[config.mk]
export PLATFORM = sky130hd
export DESIGN_NAME = tcp_send_segmentation_control_top
export DESIGN_NICKNAME = d
export VERILOG_FILES = /design/src/hdl/tssc_pkg.sv /design/src/hdl/tssc_core.sv /design/src/hdl/tssc_fifo.sv /design/src/hdl/tcp_send_segmentation_control_top.sv
export SDC_FILE = /design/constraint.sdc
export NUM_CORES = 1
export LEC_CHECK = 0
export ABC_AREA = 1
export BUFFER_PORTS_ARGS = -buffer_cell sky130_fd_sc_hd__buf_2
export CAP_MARGIN = 30
export CORE_MARGIN = 2
export CORE_UTILIZATION = 55
export CTS_CLUSTER_DIAMETER = 100
export CTS_CLUSTER_SIZE = 10
export DETAILED_ROUTE_END_ITERATION = 16
export HOLD_SLACK_MARGIN = 0.1
export PLACE_DENSITY = 0.74
export RECOVER_POWER = 100
export SYNTH_ARGS = -nofsm -noshare
export SYNTH_HDL_FRONTEND = slang
export SYNTH_SLANG_ARGS = --single-unit
[constraint.sdc]
create_clock -name clk_i -period 12.8 [get_ports clk_i]
set_input_delay 2.56 -clock clk_i [delete_from_list [all_inputs] [get_ports clk_i]]
set_output_delay 2.56 -clock clk_i [all_outputs]
set_load 0.005 [all_outputs]
[src/hdl/tssc_pkg.sv]
// package: item types and constants of the send segmentation control
`default_nettype none

package tssc_pkg;

  // bytes per data path word, as a shift
  localparam int unsigned WORD_SHIFT = 6;
  localparam int unsigned WORD_BYTES = 64;

  localparam int unsigned MAX_WORDS_W = 10;
  localparam logic [MAX_WORDS_W-1:0] MAX_WORDS_RST = 10'd16;

  // input item modes
  localparam logic MODE_CMD    = 1'b0;
  localparam logic MODE_STATUS = 1'b1;

  // result item kinds
  localparam logic KIND_REQ   = 1'b0;
  localparam logic KIND_WORDS = 1'b1;

  // status error codes
  localparam logic [1:0] ERR_OK   = 2'd0;
  localparam logic [1:0] ERR_TORN = 2'd1;

  // input item
  typedef struct packed {
    logic        mode;
    logic [15:0] session;
    logic [31:0] message_bytes;
    logic [15:0] granted_length;
    logic [1:0]  error_code;
  } in_item_t;

  // result item
  typedef struct packed {
    logic        kind;
    logic [15:0] out_session;
    logic [15:0] request_bytes;
    logic [10:0] word_count;
    logic        last;
  } out_item_t;

  // results caused by one input item, in order
  typedef struct packed {
    logic [1:0] num;
    out_item_t  first;
    out_item_t  second;
  } res_bundle_t;

endpackage

`default_nettype wire

[src/hdl/tssc_core.sv]
// segmentation logic: message state and result computation for one item
`default_nettype none

module tssc_core (
  input  wire logic                               clk_i,
  input  wire logic                               rst_ni,
  input  wire logic                               en_i,
  input  wire tssc_pkg::in_item_t                 item_i,
  input  wire logic [tssc_pkg::MAX_WORDS_W-1:0]   max_words_i,
  output tssc_pkg::res_bundle_t                   res_o
);

  logic        awaiting_q, awaiting_d;
  logic [31:0] target_q, target_d;
  logic [31:0] sent_q, sent_d;

  logic [15:0] chunk;
  logic [15:0] cmd_req;
  logic [31:0] sent_sum;
  logic        more;
  logic [32:0] reach;
  logic [31:0] remain;
  logic [15:0] next_req;
  logic [16:0] words_full;
  logic [10:0] words;

  // datapath
  assign chunk      = {max_words_i, 6'b0};
  assign cmd_req    = ({16'b0, chunk} > item_i.message_bytes) ?
                      item_i.message_bytes[15:0] : chunk;
  assign sent_sum   = sent_q + {16'b0, item_i.granted_length};
  assign more       = sent_sum < target_q;
  assign reach      = {1'b0, sent_sum} + {17'b0, chunk};
  assign remain     = target_q - sent_sum;
  assign next_req   = (reach < {1'b0, target_q}) ? chunk : remain[15:0];
  assign words_full = ({1'b0, item_i.granted_length} + 17'(tssc_pkg::WORD_BYTES - 1))
                      >> tssc_pkg::WORD_SHIFT;
  assign words      = words_full[10:0];

  // result selection and next state
  always_comb begin
    awaiting_d = awaiting_q;
    target_d   = target_q;
    sent_d     = sent_q;
    res_o      = '0;
    res_o.first.out_session  = item_i.session;
    res_o.second.out_session = item_i.session;
    if (en_i) begin
      if (!awaiting_q) begin
        if (item_i.mode == tssc_pkg::MODE_CMD) begin
          res_o.num                 = 2'd1;
          res_o.first.kind          = tssc_pkg::KIND_REQ;
          res_o.first.request_bytes = cmd_req;
          res_o.first.last          = 1'b1;
          awaiting_d = 1'b1;
          target_d   = item_i.message_bytes;
          sent_d     = '0;
        end
      end else if (item_i.mode == tssc_pkg::MODE_STATUS) begin
        if (item_i.error_code == tssc_pkg::ERR_OK) begin
          sent_d = sent_sum;
          if (more) begin
            res_o.num                 = 2'd2;
            res_o.first.kind          = tssc_pkg::KIND_REQ;
            res_o.first.request_bytes = next_req;
            res_o.first.last          = 1'b0;
            res_o.second.kind         = tssc_pkg::KIND_WORDS;
            res_o.second.word_count   = words;
            res_o.second.last         = 1'b1;
          end else begin
            res_o.num              = 2'd1;
            res_o.first.kind       = tssc_pkg::KIND_WORDS;
            res_o.first.word_count = words;
            res_o.first.last       = 1'b1;
            sent_d     = '0;
            awaiting_d = 1'b0;
          end
        end else if (item_i.error_code != tssc_pkg::ERR_TORN) begin
          // retry: ask for the same length again
          res_o.num                 = 2'd1;
          res_o.first.kind          = tssc_pkg::KIND_REQ;
          res_o.first.request_bytes = item_i.granted_length;
          res_o.first.last          = 1'b1;
        end
      end
    end
  end

  // state registers
  always_ff @(posedge clk_i or negedge rst_ni) begin
    if (!rst_ni) begin
      awaiting_q <= 1'b0;
      target_q   <= '0;
      sent_q     <= '0;
    end else begin
      awaiting_q <= awaiting_d;
      target_q   <= target_d;
      sent_q     <= sent_d;
    end
  end

  // a command taken while idle opens a message
  a_cmd_opens: assert property (@(posedge clk_i) disable iff (!rst_ni)
    (en_i && !awaiting_q && item_i.mode == tssc_pkg::MODE_CMD) |=> awaiting_q)
    else $error("command did not open a message");

  // a pair of results is always a request followed by a word count
  a_pair_order: assert property (@(posedge clk_i) disable iff (!rst_ni)
    (res_o.num == 2'd2) |-> (res_o.first.kind == tssc_pkg::KIND_REQ &&
                             res_o.second.kind == tssc_pkg::KIND_WORDS &&
                             !res_o.first.last && res_o.second.last))
    else $error("bad result pair");

endmodule

`default_nettype wire

[src/hdl/tssc_fifo.sv]
// result queue: takes up to two items a cycle, hands out one unless out_stall_i is high
`default_nettype none

module tssc_fifo #(
  parameter int unsigned DEPTH = 4
) (
  input  wire logic                  clk_i,
  input  wire logic                  rst_ni,
  input  wire tssc_pkg::res_bundle_t res_i,
  output logic                       room_o,
  output logic                       out_valid_o,
  input  wire logic                  out_stall_i,
  output tssc_pkg::out_item_t        out_data_o
);

  localparam int unsigned PtrW = (DEPTH > 1) ? $clog2(DEPTH) : 1;
  localparam int unsigned CntW = $clog2(DEPTH + 1);

  tssc_pkg::out_item_t mem_q [DEPTH];
  logic [PtrW-1:0] wr_q, wr_d, rd_q, rd_d, wr1, wr2, rd1;
  logic [CntW-1:0] count_q, count_d;
  logic            pop;

  function automatic logic [PtrW-1:0] ptr_inc(input logic [PtrW-1:0] p);
    ptr_inc = (p == PtrW'(DEPTH - 1)) ? '0 : p + PtrW'(1);
  endfunction

  assign wr1 = ptr_inc(wr_q);
  assign wr2 = ptr_inc(wr1);
  assign rd1 = ptr_inc(rd_q);

  // handshake side
  assign out_valid_o = (count_q != '0);
  assign out_data_o  = mem_q[rd_q];
  assign pop         = out_valid_o && !out_stall_i;
  assign room_o      = (count_q <= CntW'(DEPTH - 2));

  // pointers and fill level
  always_comb begin
    wr_d = wr_q;
    case (res_i.num)
      2'd1:    wr_d = wr1;
      2'd2:    wr_d = wr2;
      default: wr_d = wr_q;
    endcase
    rd_d    = pop ? rd1 : rd_q;
    count_d = count_q + CntW'(res_i.num) - CntW'(pop);
  end

  always_ff @(posedge clk_i or negedge rst_ni) begin
    if (!rst_ni) begin
      wr_q    <= '0;
      rd_q    <= '0;
      count_q <= '0;
    end else begin
      wr_q    <= wr_d;
      rd_q    <= rd_d;
      count_q <= count_d;
    end
  end

  // entry storage
  always_ff @(posedge clk_i) begin
    for (int i = 0; i < DEPTH; i++) begin
      if (res_i.num != 2'd0 && wr_q == PtrW'(i)) begin
        mem_q[i] <= res_i.first;
      end else if (res_i.num == 2'd2 && wr1 == PtrW'(i)) begin
        mem_q[i] <= res_i.second;
      end
    end
  end

  // never overfilled
  a_no_overflow: assert property (@(posedge clk_i) disable iff (!rst_ni)
    (res_i.num != 2'd0) |-> ({1'b0, count_q} + (CntW + 1)'(res_i.num)
                             <= (CntW + 1)'(DEPTH)))
    else $error("result queue overflow");

  a_level: assert property (@(posedge clk_i) disable iff (!rst_ni)
    count_q <= CntW'(DEPTH))
    else $error("result queue level out of range");

endmodule

`default_nettype wire

[src/hdl/tcp_send_segmentation_control_top.sv]
// top level: tcp send segmentation control
//
//  port group  | dir | handshake              | payload
//  ------------+-----+------------------------+---------------------------
//  in          | in  | in_valid_i / in_stall_o | tssc_pkg::in_item_t
//  out         | out | out_valid_o / out_stall_i | tssc_pkg::out_item_t
//  cfg         | in  | cfg_we_i               | max words per packet
//
//  one item per cycle while in_stall_o is low; an accepted item is held in the
//  input register and its results go into the result queue once it has room;
//  a status that asks for the next chunk gives two results. sustained rate
//  is one result per cycle when unstalled, set by the single queue read port.
//  reset clears the message state and sets max words per packet to 16.
//  in_stall_o rises only when the result queue lacks room for two items.
`default_nettype none

module tcp_send_segmentation_control_top #(
  parameter int unsigned FIFO_DEPTH = 4
) (
  input  wire logic                             clk_i,
  input  wire logic                             rst_ni,
  input  wire logic                             in_valid_i,
  output logic                                  in_stall_o,
  input  wire tssc_pkg::in_item_t               in_data_i,
  output logic                                  out_valid_o,
  input  wire logic                             out_stall_i,
  output tssc_pkg::out_item_t                   out_data_o,
  input  wire logic                             cfg_we_i,
  input  wire logic [tssc_pkg::MAX_WORDS_W-1:0] cfg_wdata_i
);

  logic                             in_valid_q, in_valid_d;
  tssc_pkg::in_item_t               in_item_q;
  logic [tssc_pkg::MAX_WORDS_W-1:0] max_words_q;
  logic                             room;
  logic                             take;
  logic                             consume;
  tssc_pkg::res_bundle_t            res;

  // input register handshake
  assign consume    = in_valid_q && room;
  assign in_stall_o = in_valid_q && !room;
  assign take       = in_valid_i && !in_stall_o;

  always_comb begin
    in_valid_d = in_valid_q;
    if (take) begin
      in_valid_d = 1'b1;
    end else if (consume) begin
      in_valid_d = 1'b0;
    end
  end

  always_ff @(posedge clk_i or negedge rst_ni) begin
    if (!rst_ni) begin
      in_valid_q  <= 1'b0;
      max_words_q <= tssc_pkg::MAX_WORDS_RST;
    end else begin
      in_valid_q <= in_valid_d;
      if (cfg_we_i) begin
        max_words_q <= cfg_wdata_i;
      end
    end
  end

  always_ff @(posedge clk_i) begin
    if (take) begin
      in_item_q <= in_data_i;
    end
  end

  // segmentation logic
  tssc_core u_core (
    .clk_i       (clk_i),
    .rst_ni      (rst_ni),
    .en_i        (consume),
    .item_i      (in_item_q),
    .max_words_i (max_words_q),
    .res_o       (res)
  );

  // result queue
  tssc_fifo #(
    .DEPTH (FIFO_DEPTH)
  ) u_fifo (
    .clk_i       (clk_i),
    .rst_ni      (rst_ni),
    .res_i       (res),
    .room_o      (room),
    .out_valid_o (out_valid_o),
    .out_stall_i (out_stall_i),
    .out_data_o  (out_data_o)
  );

  // a held item is processed at once whenever the queue has room
  a_no_idle_hold: assert property (@(posedge clk_i) disable iff (!rst_ni)
    (in_valid_q && room && !take) |=> !in_valid_q)
    else $error("input item held with room available");

endmodule

`default_nettype wire

==> results by group, run 1 <==
Yosys
  • Top-area cell type share of the netlist area: 0.378
  • Ys flop type: edfxtp_1
  • Post-synth EDFFs: 231
  • FFs w/ async S/R, synth: 0.252
  • Synth unique cells: 50
  • Syn Inst Count: 2046
  • Synth area leader: edfxtp_1
  • Average size of a mapped cell: 8.96 um2
  • Synthesis Warnings: 0
  • Post-synthesis sequential area ratio: 0.509
  • Mapped Area: 18300 um2
  • Synthesized Nets: 2254
  • Main area contributors after synthesis: edfxtp_1 38%, dfrtp_1 11%, nand2_1 8.4%, ha_1 8.3%, inv_1 5.0%
  • Seq cells post-synth: 330

Worst hold path
  • Worst hold path class: reg -> reg

Drt
  • WL/cell: 19.0 um
  • Final wirelength: 50200 um
  • WL met2: 23200 um
  • Top sig layer: met4
  • Vias post-DR: 14900
  • Pre-antenna DRT Iters: 6
  • Final ANT Viol Nets: 0
  • Met3 Wirelength: 3710 um
  • First DRT Iteration DRCs: 1344
  • Vias/cell: 5.65
  • Met1 Wirelength: 21800 um
  • DR DRC count: 0

STA
  • Smallest hold slack: 0.448 ns
  • Relative slew slack: -1.65
  • Least-Margin Pin Slew: 3.98 ns
  • Fmax: 124 MHz
  • Final setup violation count: 0
  • Max Slew Vio Count: 479
  • Hold Fails Final Rpt: 0
  • Setup Skew: 0.0229 ns
  • RSZ-0062 raised after global routing: no
  • Crit path setup slack, layout: 4.70 ns
  • Setup tns final: 0 ns
  • Tcrit/Tclk final: 0.633
  • Min Clock Period, post-route: 8.10 ns

Floorplan
  • Initial core utilization: 0.561
  • Core area: 32700 um2
  • Die area: 34800 um2
  • Die height: 187 um
  • Rows: 66
  • Die X: 187 um
  • Num ports: 129

Setup path
  • Crit path kind: reg -> reg
  • Most used cell, CP: nand2_1
  • Max Fanout on Critical Path: 38
  • Slowest stage delay, CP: 1.90 ns
  • Startpoint Class: register
  • Critical Path RT: 12.88 ns
  • Crit path cell chain: ha_1 -> nand2_1 -> inv_1 -> a21oi_1 -> nand2_1 -> nand2_1 -> nand2_1 -> xor2_1 -> ha_1 -> a21oi_1 -> o21ai_0 -> nand2_1 -> o2111ai_1 -> nand3_1 -> nand2_1 -> inv_1 -> nand3_1 -> clkbuf_1 -> inv_1 -> ha_1 -> nand2_1 -> o21ai_0 -> clkbuf_1
  • CP max stage cell: clkbuf_1
  • Worst setup EP type: register
  • Arr. time, crit path: 8.18 ns

Clock tree
  • TritonCTS clock tree: built
  • PostCTS Resize Cnt: 0
  • CTS max path bufs: 3
  • Root buf cell: clkbuf_16
  • Clk slew on worst S/H paths: 0.06 ns
  • Htree depth: 2
  • CTS Buf Count: 38
  • Clock latency on the worst-skew pair: 0.53 ns
  • CTS sink cnt: 330
  • Setup Fix Bufs, Post-CTS: 0
  • Post-CTS Hold Fix Bufs: 0

Global routing
  • Largest net degree at the start of global routing: 93
  • First-pass GRT wire length: 79900 um
  • Vias in the first global route: 14700
  • Total grt overflow: 0
  • Total GRT Usage: 0.288
  • Initial antenna violation count: 0

Pwr
  • Leak pwr: 0.00913 uW
  • Maximum VDD drop: 193 uV
  • Pwr/cell area: 259 nW/um2

Cells and area
  • Commonest cells after routing, fill and taps aside: 413 x nand2_1, 243 x inv_1, 231 x edfxtp_1
  • Fin area: 20400 um2
  • Fraction of layout cells with a size suffix above 1: 0.0929
  • N_diodes: 0
  • Area of the multi-input gates: 7750 um2
  • Commonest non-fill, non-tap cell in the layout: nand2_1
  • Sequential cell area: 9340 um2
  • Final nets: 2376
  • Synth-to-layout area growth: 11.2%
  • Number of fill cells in the layout: 2815

Status
  • Failing checks: capacitance limit, slew limit
  • Status: complete, but fails checks

Placement
  • Final HPWL DP: 36300 um
  • Number of port buffers: 128
  • Pre-CTS WS: 5.68 ns
  • Placed Area: 19500 um2
  • Routability cong.: 0.946

Flow run
  • MaxCap Viol Count: 11
[routing by layer]
layer  vias up  track usage
met3       107       0.0404
met2       629        0.469
met4         0       0.0971
met1      7069        0.400
li1       7117            -
met5         -            0
[synthesized netlist by cell type (2+ instances only)]
cell,number
nor3_2,5
nor2_1,221
o22ai_1,64
a21o_1,4
xnor2_1,13
xor2_1,45
nand2_4,2
o21ai_2,6
edfxtp_1,231
a211oi_1,2
o21ai_0,174
o211ai_1,11
buf_2,3
nor4_1,8
inv_2,12
a21oi_1,108
a31oi_1,3
o21a_1,3
and3_1,2
inv_1,243
or2_1,2
o2111ai_1,2
o21bai_1,2
ha_1,122
clkbuf_1,56
nand3_2,6
buf_6,2
nand3_1,77
nand4_1,13
dfrtp_1,82
nand2_2,32
nor3_1,20
fa_1,4
o21ai_1,10
nand2_1,408
nor2_2,15
dfxtp_1,16
buf_1,3
nor2_4,3
[report_power, final]
part | internal, uW | switching [uW] | total [uW]
Sequential | 1440 | 143 | 1590
Clock | 573 | 427 | 1000
Combinational | 897 | 1800 | 2700
[kinds of logic (layout without fill, tap and decap cells)]
logic type,Yosys count,in the layout,synth area share
AOI/OAI and AO/OA,395,395,0.118
xor gates and xnor gates,58,58,0.0277
and+or+nand+nor,817,817,0.191
DFF,330,330,0.509
buffers and inverters,320,471,0.0665
adders and majority gates,126,126,0.0876
[state kept, by name, summed over array words and instances (netlist names)]
signal	cells
in_item_q	67
u_fifo.rd_q	2
max_words_q	10
in_valid_q	1
u_fifo.count_q	3
u_core.sent_q	32
u_core.awaiting_q	1
u_fifo.wr_q	2
u_fifo.mem_q	180
u_core.target_q	32
[metrics by stage]
stage	utilization	power [uW]	cells
after CTS	0.629	5280	2639
after detailed placement	0.595	4270	2570
after global routing	0.623	5670	2639
final	0.623	5280	2639
after global placement	0.594	4230	2569
after floorplan	-	3400	2046
[worst max-delay path, delay by kind of cell, from the launching register on]
family,cells,cell delay [ns]
simple gates,9,1.05
compound gates,5,1.18
buf+inv,5,3.30
flops,1,0.51
xor+xnor,1,0.37
fa+ha+maj,3,1.15
[worst paths after layout]
path	from	endpoint	slack (ns)	depth (start not counted)
setup / recovery	in_item_q[8]	u_fifo.mem_q[3][18]	4.70	23
hold / removal	u_fifo.mem_q[2][16]	u_fifo.mem_q[2][16]	0.45	2
setup reg to reg	in_item_q[8]	u_fifo.mem_q[3][18]	4.70	23
hold reg to reg	u_fifo.mem_q[2][16]	u_fifo.mem_q[2][16]	0.45	2
max in group asynchronous	rst_ni	u_core.target_q[1]	6.35	2
min in group asynchronous	rst_ni	u_core.target_q[18]	2.29	1
[cell type report]
| cell class | count | share of cell area |
|---|---|---|
| multi-input combinational | 1396 | 0.380 |
| clock inverter | 2 | 0.00141 |
| tap | 442 | 0.0271 |
| clock buffer | 67 | 0.0531 |
| inverter | 256 | 0.0472 |
| sequential | 330 | 0.458 |
| timing repair buffer | 146 | 0.0327 |
(Power assumes the default switching activity.)
==> run 2: changes to the inputs <==
PLACE_DENSITY = 0.77   (was 0.74)
clock period = 6.75 ns   (was 12.8 ns; I/O delays follow)
==> run 2 against run 1 <==
Net effect:
- the flow still finishes with violations (capacitance limit, slew limit)
- total power grew 89%
- cell count increased by 0.42%
- sequential cell count unchanged
- highest routed layer unchanged
- setup slack worse by 4.2 ns
==> results by group, run 2 (synthesized netlist as in run 1, its figures left out) <==
Status
  • Status: complete, but fails checks
  • Failing checks: capacitance limit, slew limit

Clock tree
  • CTS sink cnt: 330 (unchanged)
  • Root buf cell: clkbuf_16
  • TritonCTS clock tree: built
  • Setup Fix Bufs, Post-CTS: 0 (unchanged)
  • Clk slew on worst S/H paths: 0.06 ns (about the same)
  • Clock latency on the worst-skew pair: 0.54 ns (about the same)
  • Htree depth: 2 (unchanged)
  • CTS max path bufs: 3 (unchanged)
  • PostCTS Resize Cnt: 0 (unchanged)
  • Post-CTS Hold Fix Bufs: 0 (unchanged)
  • CTS Buf Count: 38 (unchanged)

Setup path
  • Crit path kind: reg -> reg
  • Critical Path RT: 7.11 ns (-5.77 ns)
  • R2R Path End: u_fifo.mem_q[0][22]
  • R2r setup slk: 0.51 ns (-4.19 ns)
  • Most used cell, CP: nand2_1
  • Slowest stage delay, CP: 0.44 ns (-1.46 ns)
  • FF-to-FF Start: in_item_q[2]
  • Arr. time, crit path: 6.60 ns (-1.58 ns)
  • Max Fanout on Critical Path: 11 (-71%)
  • Startpoint Class: register
  • R2R cell count: 37 (+61%)
  • Worst setup EP type: register
  • CP max stage cell: edfxtp_1

Pwr
  • Pwr/cell area: 488 nW/um2 (+88%)
  • Leak pwr: 0.00920 uW (+0.79%)
  • Maximum VDD drop: 300 uV (+55%)
  • Pwr Total: 10000 uW (+89%)

Worst hold path
  • Hold Path End: u_fifo.mem_q[2][22]
  • Worst hold path class: reg -> reg
  • Hold path start: u_fifo.mem_q[2][22]
  • Hold Path Depth: 2 (unchanged)

Floorplan
  • Die height: 187 um (unchanged)
  • Die X: 187 um (unchanged)
  • Rows: 66 (unchanged)
  • Die area: 34800 um2 (unchanged)
  • Num ports: 129 (unchanged)
  • Core area: 32700 um2 (unchanged)
  • Initial core utilization: 0.561 (unchanged)

STA
  • Hold Fails Final Rpt: 0 (unchanged)
  • Setup Skew: 0.0187 ns (-0.00417 ns)
  • Min Clock Period, post-route: 6.24 ns (-1.86 ns)
  • RSZ-0062 raised after global routing: no
  • Relative slew slack: -1.61 (+0.0397)
  • Tcrit/Tclk final: 0.924 (+0.292)
  • Max Slew Vio Count: 370 (-23%)
  • Fmax: 160 MHz (+30%)
  • Least-Margin Pin Slew: 3.92 ns (-0.0596 ns)
  • Final setup violation count: 0 (unchanged)
  • Setup tns final: 0 ns (unchanged)

Drt
  • Top sig layer: met4
  • WL/cell: 18.9 um (-0.78%)
  • Vias/cell: 5.68 (+0.49%)
  • Met1 Wirelength: 20400 um (-6.1%)
  • DR DRC count: 0 (unchanged)
  • Met3 Wirelength: 3890 um (+4.7%)
  • Pre-antenna DRT Iters: 6 (unchanged)
  • WL met2: 24100 um (+3.8%)
  • Vias post-DR: 15100 (+0.90%)
  • Final wirelength: 50000 um (-0.37%)
  • Final ANT Viol Nets: 0 (unchanged)
  • First DRT Iteration DRCs: 1443 (+7.4%)

Placement
  • Placed Area: 19500 um2 (+0.33%)
  • Final HPWL DP: 36100 um (-0.53%)
  • Routability cong.: 0.985 (+4.2%)
  • Number of port buffers: 128 (unchanged)

Cells and area
  • Commonest cells after routing, fill and taps aside: 415 x nand2_1, 242 x inv_1, 231 x edfxtp_1
  • N_diodes: 0 (unchanged)
  • Commonest non-fill, non-tap cell in the layout: nand2_1
  • Synth-to-layout area growth: 11.7%
  • Fraction of layout cells with a size suffix above 1: 0.0983 (+0.00543)
  • Post-layout util: 0.626 (+0.00283)
  • Max reg flops: 180 (unchanged)
  • Largest regs: u_fifo.mem_q (180), in_item_q (67)
  • Final nets: 2386 (+0.42%)
  • Largest Register: u_fifo.mem_q
  • Fin area: 20500 um2 (+0.45%)

Global routing
  • Total GRT Usage: 0.285 (-0.00291)
  • Vias in the first global route: 14800 (+0.50%)
  • Total grt overflow: 0 (unchanged)
  • Initial antenna violation count: 0 (unchanged)
  • First-pass GRT wire length: 78800 um (-1.4%)
  • Largest net degree at the start of global routing: 93 (unchanged)

Flow run
  • MaxCap Viol Count: 8 (-3)
run 2: metrics by stage:
step	hold slack [ns]	instances	setup WS, ns
6_report	0.451	2650	0.511
5_1_grt	0.466	2650	0.00802
4_1_cts	0.449	2650	0.430
3_5_place_dp	0.434	2580	0.456
3_3_place_gp	0.432	2580	0.505
2_1_floorplan	0.421	2046	1.11
run 2: routing by layer:
metal,vias up,GRT usage
li1,7139,-
met1,7136,0.379
met2,666,0.485
met3,116,0.0365
met4,0,0.0974
met5,-,0
run 2: power by group:
group          switching (uW)  internal [uW]
clock                     812           1090
combinational            3340           1740
sequential                278           2730
run 2: final cells by class:
cell class	count	area, um2
Sequential cell	330	9340
Clock inverter	2	28.8
Timing Repair Buffer	156	754
Clock buffer	68	1080
Inverter	256	961
Tap cell	442	553
Multi-Input combinational cell	1396	7750
Fill cell	2807	12200
run 2: critical path, delay by kind of cell, from the launching register on:
family	cells	cell delay [ns]
compound gates	7	1.28
flops	1	0.44
fa+ha+maj	4	1.34
xor+xnor	2	0.38
buf+inv	4	0.48
simple gates	20	2.15
run 2: how the worst max path moves through the flow:
stage | start | endpoint | slack, ns | cells after the start
after global routing | in_item_q[2] | u_fifo.mem_q[0][24] | 0.008 | 38
final | in_item_q[2] | u_fifo.mem_q[0][22] | 0.51 | 37
after detailed placement | in_item_q[2] | u_fifo.mem_q[0][17] | 0.46 | 36
after global placement | in_item_q[2] | u_fifo.mem_q[1][17] | 0.51 | 36
after CTS | in_item_q[2] | u_fifo.mem_q[0][17] | 0.43 | 36
after floorplan | in_item_q[2] | u_fifo.mem_q[3][0] | 1.11 | 24
